## src/ppnt_pkg.sv

```systemverilog
// shared types and constants for the pressure pad note trigger
// no dependencies

package ppnt_pkg;

  localparam int SAMPLE_W  = 10;
  localparam int LEVEL_W   = 7;
  localparam int FLAT_W    = 11;
  localparam int STATUS_W  = 8;
  localparam int LIMIT_W   = 10;
  localparam int ADDR_W    = 5;
  localparam int DATA_W    = 32;
  localparam int IN_DATA_W  = 16;
  localparam int OUT_DATA_W = 24;

  localparam logic [LEVEL_W-1:0]  LEVEL_MAX = 7'd127;
  localparam logic [FLAT_W-1:0]   FLAT_SAT  = 11'd2047;

  localparam logic [LEVEL_W-1:0]  RST_NOTE       = 7'd60;
  localparam logic [STATUS_W-1:0] RST_STATUS     = 8'h90;
  localparam logic [LEVEL_W-1:0]  RST_MIN_VEL    = 7'd30;
  localparam logic [LEVEL_W-1:0]  RST_MARGIN     = 7'd10;
  localparam logic [LEVEL_W-1:0]  RST_FLAT_RANGE = 7'd20;
  localparam logic [LIMIT_W-1:0]  RST_FLAT_LIMIT = 10'd500;

  typedef enum logic [2:0] {
    REG_NOTE       = 3'd0,
    REG_STATUS     = 3'd1,
    REG_MIN_VEL    = 3'd2,
    REG_MARGIN     = 3'd3,
    REG_FLAT_RANGE = 3'd4,
    REG_FLAT_LIMIT = 3'd5
  } cfg_reg_t;

endpackage

```

## src/ppnt_level.sv

```systemverilog
// converts one sample into a 7-bit level: scaled converter reading or clipped velocity
// depends on ppnt_pkg

module ppnt_level import ppnt_pkg::*; #(
  parameter int ADC_BITS = 10
) (
  input  logic                mode,
  input  logic [SAMPLE_W-1:0] sample_value,
  output logic [LEVEL_W-1:0]  level
);

  localparam int PROD_W   = SAMPLE_W + LEVEL_W;
  localparam int WORK_W   = PROD_W + 1;
  localparam int RECIP_W  = PROD_W + 1;
  localparam int SHIFT    = PROD_W + ADC_BITS;
  localparam int MUL_W    = PROD_W + RECIP_W;
  localparam logic [63:0] FULL64      = (64'd1 << ADC_BITS) - 64'd1;
  localparam logic [63:0] RECIP_FULL  = (64'd1 << SHIFT) / FULL64;
  localparam logic [RECIP_W-1:0] RECIP = RECIP_FULL[RECIP_W-1:0];
  localparam logic [WORK_W-1:0]  FULL  = FULL64[WORK_W-1:0];

  logic [WORK_W-1:0] prod;
  logic [MUL_W-1:0]  est_mul;
  logic [WORK_W-1:0] q_est;
  logic [WORK_W-1:0] back;
  logic [WORK_W-1:0] rem;
  logic [WORK_W-1:0] quot;

  // sample * 127 as shift and subtract
  assign prod    = ({{(WORK_W-SAMPLE_W){1'b0}}, sample_value} << LEVEL_W)
                 - {{(WORK_W-SAMPLE_W){1'b0}}, sample_value};
  assign est_mul = {{(MUL_W-WORK_W){1'b0}}, prod} * {{(MUL_W-RECIP_W){1'b0}}, RECIP};
  assign q_est   = WORK_W'(est_mul >> SHIFT);
  // q_est * (2^ADC_BITS - 1)
  assign back    = (q_est << ADC_BITS) - q_est;
  assign rem     = prod - back;
  assign quot    = (rem >= FULL) ? q_est + WORK_W'(1) : q_est;

  always_comb begin
    if (mode) begin
      level = (sample_value > {{(SAMPLE_W-LEVEL_W){1'b0}}, LEVEL_MAX}) ?
              LEVEL_MAX : sample_value[LEVEL_W-1:0];
    end else begin
      level = (quot > {{(WORK_W-LEVEL_W){1'b0}}, LEVEL_MAX}) ?
              LEVEL_MAX : quot[LEVEL_W-1:0];
    end
  end

endmodule

```

## src/pressure_pad_note_trigger_core.sv

```systemverilog
// top level of the pressure pad note trigger: config registers, level stage, strike logic
// depends on ppnt_pkg and ppnt_level

// One pressure sample is taken per clock while in_tready is high. Each sample is turned
// into a 7-bit level in a first register stage (scaling multiply in that path) and judged
// against the tracked level and flat count in a second stage that holds the result, and a
// full throughput of one sample per cycle is kept while the result side accepts. A stalled
// result holds both stages once the level stage is full. Configuration writes take effect
// from the next sample judged.

module pressure_pad_note_trigger_core import ppnt_pkg::*; #(
  parameter int ADC_BITS = 10
) (
  input  logic                  clk,
  input  logic                  rst_n,
  input  logic                  in_tvalid,
  output logic                  in_tready,
  input  logic [IN_DATA_W-1:0]  in_tdata,   // [9:0] sample_value, rest zero
  input  logic                  in_tuser,   // [0] mode
  output logic                  out_tvalid,
  input  logic                  out_tready,
  output logic [OUT_DATA_W-1:0] out_tdata,  // [7:0] msg_status, [14:8] msg_note,
                                            // [21:15] msg_velocity, rest zero
  input  logic                  psel,
  input  logic                  penable,
  input  logic                  pwrite,
  input  logic [ADDR_W-1:0]     paddr,
  input  logic [DATA_W-1:0]     pwdata,
  output logic [DATA_W-1:0]     prdata,
  output logic                  pready
);

  logic [LEVEL_W-1:0]  note_r;
  logic [STATUS_W-1:0] status_r;
  logic [LEVEL_W-1:0]  min_vel_r;
  logic [LEVEL_W-1:0]  margin_r;
  logic [LEVEL_W-1:0]  flat_range_r;
  logic [LIMIT_W-1:0]  flat_limit_r;

  logic [LEVEL_W-1:0]  level;
  logic                lvl_valid_r;
  logic [LEVEL_W-1:0]  lvl_r;

  logic                active_r, active_nxt;
  logic [LEVEL_W-1:0]  last_r, last_nxt;
  logic [FLAT_W-1:0]   flat_r, flat_nxt;

  logic                out_valid_r, out_valid_nxt;
  logic [LEVEL_W-1:0]  out_vel_r, out_vel_nxt;
  logic [LEVEL_W-1:0]  out_note_r;
  logic [STATUS_W-1:0] out_status_r;

  logic                adv;
  logic                cfg_wr;
  cfg_reg_t            cfg_sel;

  assign pready  = 1'b1;
  assign cfg_wr  = psel & penable & pwrite & pready;
  assign cfg_sel = cfg_reg_t'(paddr[4:2]);

  always_ff @(posedge clk) begin
    if (!rst_n) begin
      note_r       <= RST_NOTE;
      status_r     <= RST_STATUS;
      min_vel_r    <= RST_MIN_VEL;
      margin_r     <= RST_MARGIN;
      flat_range_r <= RST_FLAT_RANGE;
      flat_limit_r <= RST_FLAT_LIMIT;
    end else if (cfg_wr) begin
      case (cfg_sel)
        REG_NOTE:       note_r       <= pwdata[LEVEL_W-1:0];
        REG_STATUS:     status_r     <= pwdata[STATUS_W-1:0];
        REG_MIN_VEL:    min_vel_r    <= pwdata[LEVEL_W-1:0];
        REG_MARGIN:     margin_r     <= pwdata[LEVEL_W-1:0];
        REG_FLAT_RANGE: flat_range_r <= pwdata[LEVEL_W-1:0];
        REG_FLAT_LIMIT: flat_limit_r <= pwdata[LIMIT_W-1:0];
        default: ;
      endcase
    end
  end

  always_comb begin
    case (cfg_sel)
      REG_NOTE:       prdata = DATA_W'(note_r);
      REG_STATUS:     prdata = DATA_W'(status_r);
      REG_MIN_VEL:    prdata = DATA_W'(min_vel_r);
      REG_MARGIN:     prdata = DATA_W'(margin_r);
      REG_FLAT_RANGE: prdata = DATA_W'(flat_range_r);
      REG_FLAT_LIMIT: prdata = DATA_W'(flat_limit_r);
      default:        prdata = '0;
    endcase
  end

  ppnt_level #(.ADC_BITS(ADC_BITS)) u_level (
    .mode         (in_tuser),
    .sample_value (in_tdata[SAMPLE_W-1:0]),
    .level        (level)
  );

  assign adv       = !out_valid_r || out_tready;
  assign in_tready = !lvl_valid_r || adv;

  always_ff @(posedge clk) begin
    if (!rst_n) begin
      lvl_valid_r <= 1'b0;
    end else if (in_tvalid && in_tready) begin
      lvl_valid_r <= 1'b1;
    end else if (adv) begin
      lvl_valid_r <= 1'b0;
    end
  end

  always_ff @(posedge clk) begin
    if (in_tvalid && in_tready) begin
      lvl_r <= level;
    end
  end

  always_comb begin
    logic               thr_ok;
    logic [LEVEL_W-1:0] thr;
    logic [LEVEL_W-1:0] diff;
    logic [FLAT_W-1:0]  flat_inc;
    active_nxt    = active_r;
    last_nxt      = last_r;
    flat_nxt      = flat_r;
    out_valid_nxt = out_valid_r;
    out_vel_nxt   = out_vel_r;
    thr_ok        = min_vel_r > margin_r;
    thr           = min_vel_r - margin_r;
    diff          = lvl_r - last_r;
    flat_inc      = (flat_r < FLAT_SAT) ? flat_r + FLAT_W'(1) : flat_r;
    if (adv) begin
      out_valid_nxt = 1'b0;
      if (lvl_valid_r) begin
        if (active_r) begin
          if (thr_ok && lvl_r < thr) begin
            active_nxt    = 1'b0;
            out_valid_nxt = 1'b1;
            out_vel_nxt   = '0;
          end
        end else if (last_r > lvl_r) begin
          active_nxt    = 1'b1;
          last_nxt      = '0;
          flat_nxt      = '0;
          out_valid_nxt = 1'b1;
          out_vel_nxt   = lvl_r;
        end else if (lvl_r >= min_vel_r) begin
          if (diff < flat_range_r && flat_inc > FLAT_W'(flat_limit_r)) begin
            active_nxt    = 1'b1;
            last_nxt      = '0;
            flat_nxt      = '0;
            out_valid_nxt = 1'b1;
            out_vel_nxt   = lvl_r;
          end else begin
            if (diff < flat_range_r) begin
              flat_nxt = flat_inc;
            end
            last_nxt = lvl_r;
          end
        end
      end
    end
  end

  always_ff @(posedge clk) begin
    if (!rst_n) begin
      active_r    <= 1'b0;
      last_r      <= '0;
      flat_r      <= '0;
      out_valid_r <= 1'b0;
    end else begin
      active_r    <= active_nxt;
      last_r      <= last_nxt;
      flat_r      <= flat_nxt;
      out_valid_r <= out_valid_nxt;
    end
  end

  always_ff @(posedge clk) begin
    if (adv && lvl_valid_r) begin
      out_vel_r    <= out_vel_nxt;
      out_note_r   <= note_r;
      out_status_r <= status_r;
    end
  end

  assign out_tvalid = out_valid_r;
  assign out_tdata  = {{(OUT_DATA_W-STATUS_W-2*LEVEL_W){1'b0}},
                       out_vel_r, out_note_r, out_status_r};

endmodule

```

## config.mk

```make
export PLATFORM = sky130hd
export DESIGN_NAME = pressure_pad_note_trigger_core
export DESIGN_NICKNAME = d
export VERILOG_FILES = /design/src/ppnt_pkg.sv /design/src/ppnt_level.sv /design/src/pressure_pad_note_trigger_core.sv
export SDC_FILE = /design/constraint.sdc
export NUM_CORES = 1
export LEC_CHECK = 0
export ABC_AREA = 1
export BUFFER_PORTS_ARGS = -buffer_cell sky130_fd_sc_hd__buf_2
export CORE_MARGIN = 2
export CORE_UTILIZATION = 50
export DETAILED_ROUTE_END_ITERATION = 10
export HOLD_SLACK_MARGIN = 0.03
export PLACE_DENSITY = 0.75
export SYNTH_ARGS = -nofsm -noshare
export SYNTH_HDL_FRONTEND = slang
export SYNTH_SLANG_ARGS = --single-unit
```

## constraint.sdc

```tcl
create_clock -name clk -period 7.8 [get_ports clk]
set_clock_uncertainty 0.2 [all_clocks]
set_input_delay 0.78 -clock clk [delete_from_list [all_inputs] [get_ports clk]]
set_output_delay 0.78 -clock clk [all_outputs]
set_load 0.005 [all_outputs]
```

After elaboration in Yosys (flattened, before gate mapping)
Index checks and enable logic that the tools add are counted.
W data, S select, Z words.
{"block": "totals", "ff_bits": 96, "out_inout_bits": 59}
{"block": "classes", "add_sub_neg": 7, "n_mul": 1, "magnitude_cmp": 10, "n_eq_ne": 6, "muxes": 28, "bitwise_logic": 3, "reduce_logical": 24}
{"op": "$mux W7", "n": 11}
{"op": "$pmux W10 S6", "n": 1}
{"op": "$mux W11", "n": 5}
{"op": "$mul A18 B11 Y28 const B", "n": 1}
{"op": "$ge A18 B10 Y1 const B", "n": 1}
{"op": "$gt A18 B7 Y1 const B", "n": 1}
{"op": "$mux W18", "n": 1}
{"op": "$sub A17 B10 Y18", "n": 1}
{"op": "$sub A18 B18 Y18", "n": 1}
{"op": "$sub A18 B8 Y18", "n": 1}
{"op": "$gt A7 B7 Y1", "n": 2}
{"op": "$lt A7 B7 Y1", "n": 2}
{"op": "$reduce_and A2 Y1", "n": 7}
{"op": "$sub A7 B7 Y7", "n": 2}
{"op": "$add A11 B1 Y11 const B", "n": 1}
{"op": "$gt A11 B10 Y1", "n": 1}
{"op": "$lt A11 B11 Y1 const B", "n": 1}
{"op": "$gt A10 B7 Y1 const B", "n": 1}
{"op": "$mux W1", "n": 10}
{"op": "$add A8 B1 Y9 const B", "n": 1}
{"op": "$reduce_bool A3 Y1", "n": 3}
{"op": "$ge A7 B7 Y1", "n": 1}
{"op": "$eq A3 B2 Y1 const B", "n": 2}
{"op": "$eq A3 B3 Y1 const B", "n": 2}
{"op": "12 further kinds", "n": 19}

Longest topological paths before layout
{"block": "depth", "ltp_word": 9, "mapped_depth": 46, "depth_no_buf": 46}

By module
A second synthesis with hierarchy kept.
{"block": "unflattened", "cells_unflattened": 1169, "hier_area_um2": 8480.6}
{"module": "pressure_pad_note_trigger_core", "instances": 1, "cells_per_inst": 666, "area_each_um2": 5572.8}
{"module": "ppnt_level", "instances": 1, "cells_per_inst": 503, "area_each_um2": 2907.8}

Worst setup path before layout
No wires, ideal clock.
{"block": "synth_path", "path_type": "input to register", "startpoint": "input port in_tdata[8]", "endpoint": "register lvl_r[3] (data pin)", "setup_ns": 0.257, "t_arrival_ns": 5.699, "t_required_ns": 7.343, "slack_ns": 1.644, "path_stages": 42, "n_path_buf": 1, "cell_sequence": "inv_1 > ha_1 > nand2_1 > inv_2 > nand2_1 > nor2_2 > nand2_2 > nand3_1 > nand2_4 > ha_1 > ha_1 > ha_1 > a21oi_1 > nor2_1 > nor2_1 > nor3_1 > nor2_1 > a21oi_1 > [6 not listed] > o21ai_0 > nand2_1 > nand2_1 > nand2_1 > nand2_1 > nand2_1 > nand2_1 > nand2_1 > nand2_1 > nand2_1 > nand3_1 > nor2_1 > nand3_4 > buf_6 > nand3_1 > nand2_1 > nor2_1 > a21oi_2"}
{"block": "synth_between", "elab_chain_cells": 9}
{"element": "start: declaration", "line": "pressure_pad_note_trigger_core.sv:18", "source": "input logic [IN_DATA_W-1:0] in_tdata,"}
{"element": "$sub A17 B10 Y18", "line": "ppnt_level.sv:31", "source": "- {{(WORK_W-SAMPLE_W){1'b0}}, sample_value};"}
{"element": "$mul A18 B11 Y28", "line": "ppnt_level.sv:32", "source": "assign est_mul = {{(MUL_W-WORK_W){1'b0}}, prod} * {{(MUL_W-RECIP_W){1'b0}}, RECIP};"}
{"element": "$sub A18 B8 Y18", "line": "ppnt_level.sv:35", "source": "assign back = (q_est << ADC_BITS) - q_est;"}
{"element": "$sub A18 B18 Y18", "line": "ppnt_level.sv:36", "source": "assign rem = prod - back;"}
{"element": "$ge A18 B10 Y1", "line": "ppnt_level.sv:37", "source": "assign quot = (rem >= FULL) ? q_est + WORK_W'(1) : q_est;"}
{"element": "$mux W18", "line": "ppnt_level.sv:37"}
{"element": "$gt A18 B7 Y1", "line": "ppnt_level.sv:44", "source": "level = (quot > {{(WORK_W-LEVEL_W){1'b0}}, LEVEL_MAX}) ?"}
{"element": "$mux W7", "line": "ppnt_level.sv:44"}
{"element": "$mux W7 *", "line": "ppnt_level.sv:40", "source": "if (mode) begin"}
{"element": "via level[3]", "line": "pressure_pad_note_trigger_core.sv:40", "source": "logic [LEVEL_W-1:0] level;"}
{"element": "end signal: assignment", "line": "pressure_pad_note_trigger_core.sv:115", "source": "lvl_r <= level;"}
{"element": "end: declaration", "line": "pressure_pad_note_trigger_core.sv:42", "source": "logic [LEVEL_W-1:0] lvl_r;"}
Mark *: on every way through the listed nets, which the timed path passes. The rest lies on a longest branch.
A chain may end at the register's enable or synchronous reset.

Worst setup path in the final report
{"block": "layout_path", "startpoint": "input port in_tdata[1]", "endpoint": "register lvl_r[6] (data pin)"}
Same word-level chain as after synthesis.

==> flow_summary.toml <==
[synthesis]
ys_top_cells_by_area = "dfxtp_1 (17%), ha_1 (15%), edfxtp_1 (11%)"
postSynthAreaPerCell_um2 = 7.15
synth-edff-count = 29
synth-seq-cells = 96
syn_area_um2 = 7970
muxShareOfSynthArea_pct = 0
synth_compound_area_share_pct = 15.9
synth_top_area_share_pct = 16.8
synthFlopType = "dfxtp_1"
post-synth-top-count-cell = "nand2_1"
synth_top_area_cell = "dfxtp_1"
synthAdderAreaFrac_pct = 15.6
ys_top_cells_by_count = "nand2_1 (202), inv_1 (155), nor2_1 (109)"
ys.warnings.count = 0
syn_inst = 1114
synth_top_family_by_area = "simple AND/OR/NAND/NOR gates"
async_flop_share_pct = 0
yosys.area_share.simple_pct = 26.1
yosysUniqueCellTypes = 47
seq_area_frac_synth_pct = 27.8
synthXorXnorAreaFrac_pct = 3.52

[flow_run]
maxCapViolCount = 0

[clock_tree]
clock_path_buffers = 2
hold_buffers = 0
numCtsBuffers = 9
h-tree-depth = 3
insertion_delay_ps = 350
postCtsSetupBuffers = 0
cts.sinks = 96
cts_tree = "yes"
clkTransAtPathRegs_ps = 60
ctsResizeCount = 0
cts-root-buf = "clkbuf_16"

[timing]
whs_ps = 257
hold_viol_final = 0
max_freq_mhz = 145
period_needed_ps = 6890
rsz0062_at_grt = "no"
relSlewSlack_pct = 20.5
setup_viol = 0
drv_slew = 0
tightest_slew_ps = 1180
fin_crit_sh_pct = 88.3
setup_tns_ps = 0
setup_ws_ps = 911

[power_and_ir_drop]
max-vdd-ir-drop_mv = 0.114
intPower_uw = 975
power_mw = 1.50
comb_power_share_pct = 33.1
switchingPower_uw = 526
powerDensity_nw_per_um2 = 173
pwr-share-seq_pct = 36.6
leakagePower_nw = 4.26
swShare_pct = 35.0
clkPwrFrac_pct = 30.3

[setup_path]
cp-start-kind = "primary input"
cpMostUsedCell = "nand2_1"
crit_required_ps = 7700
cpPeakStageDelay_ps = 360
endpoint_kind = "flip-flop"
critical_path_class = "primary input to flip-flop"
worstPathArrival_ps = 6790
cp_slowest_cell = "ha_1"
crit_fanout = 15

[placed_design]
numPortBuffers = 64
dpl.cell_count = 1380
place_ws_ps = 644
place.gp.congestion = 0.998
place_area_um2 = 8390
dp_hpwl_um = 15200

[outcome]
outcome = "finished clean"

[grt]
grt_pass1_wl_um = 31500
gr-usage-all-layers_pct = 23.1
grt_use_met3_pct = 1.93
grtUsageMet2_pct = 42.1
busiest_layer = "met2"
overflow = 0
use_met1_pct = 27.8
grt_pass1_vias = 6855
antenna_found_initial = 0
grt_max_degree = 44

[route]
drt_pass1_iterations = 7
wl_um = 19100
routed_via_density = 5.29
wire_per_inst_um = 13.7
vias = 7391
postRouteAntennaNets = 0
drt_iter0_markers = 474
drc = 0

[floorplanning]
dieArea_um2 = 17000
start_util_pct = 50.7
num_rows = 46
ioPinCount = 120
die_y_um = 130
dieWidth_um = 130
core_region_area_um2 = 15700

[cells_and_area]
layout.nets = 1334
drive_gt1_share_pct = 12.2
instances_no_fill = 1396
design_area_um2 = 8700
final_util_pct = 55.4
diodes = 0
syn_to_final_growth_pct = 9.21

[hold_path]
min_path_type = "flip-flop to flip-flop"
-- worst max-delay path: cells and delay by family --
kind,cells,cell delay [ps]
xor+xnor,1,190
fa+ha+maj,6,1890
simple gates,22,2590
compound gates,5,910
buf+inv,5,410
-- cell usage in the layout, fill, tap and decap left out, types with 4 or more instances in the layout --
cell type,netlist,layout
nor4_1,4,4
inv_2,13,13
xnor2_1,10,10
a22oi_1,6,6
edfxtp_1,29,29
clkbuf_16,0,9
nand2_1,202,202
nand2_2,16,16
a21oi_2,9,9
dfxtp_1,67,67
a21oi_1,102,102
o21ai_0,63,63
nand4_1,12,12
a211oi_1,8,8
inv_1,155,155
conb_1,2,25
nor3_1,18,18
nand2_4,5,5
nand3_2,6,6
nand3_1,66,66
buf_2,1,64
ha_1,96,96
nor2_1,109,109
xor2_1,22,22
o211ai_1,9,9
nand3b_1,7,7
o22ai_1,5,5
nor2_2,5,5
-- final cells by class --
cell class | instances | area, µm²
tap | 216 | 270
clock buffer | 10 | 239
sequential | 96 | 2210
fill | 1544 | 7010
timing repair buffer | 64 | 320
multi-input combinational | 835 | 4960
clock inverter | 6 | 66.3
inverter | 169 | 634
-- cell families (layout without fill, tap and decap cells) --
family	after synthesis	in the layout
compound gates	222	222
xor+xnor	32	32
fa+ha+maj	98	98
buf+inv	206	249
flops	96	96
other cells	2	25
simple gates	458	458
-- layer usage --
metal	share of wire, %	wire length, µm	vias up
met5	0	0	-
met2	49	9410	191
met1	43	8250	3361
li1	-	-	3798
met4	3.1	597	0
met3	4.4	846	41
-- final timing paths --
| path | start | to | cells after the start | slack (ps) |
|---|---|---|---|---|
| worst max-delay path | in_tdata[1] | lvl_r[6] | 39 | 910 |
| worst min-delay path | status_r[3] | out_status_r[3] | 0 | 260 |
| worst max register to register | flat_r[1] | out_vel_r[4] | 21 | 3090 |
| worst min register to register | status_r[3] | out_status_r[3] | 0 | 260 |
-- flip-flops by register name, indices dropped and copies added (netlist names) --
name          count
out_status_r      8
out_note_r        7
lvl_valid_r       1
out_vel_r         7
flat_range_r      7
out_tvalid        1
flat_limit_r     10
flat_r           11
active_r          1
note_r            7
lvl_r             7
status_r          8
margin_r          7
last_r            7
min_vel_r         7
-- power groups by stage --
stage	Sequential, mW	Clock (mW)	Combinational (mW)
after floorplan	0.556	0	0.388
after global placement	0.560	0	0.480
after detailed placement	0.561	0	0.492
after CTS	0.549	0.455	0.495
after global routing	0.552	0.478	0.578
final	0.549	0.454	0.497
Power figures use the tool's default switching activity.
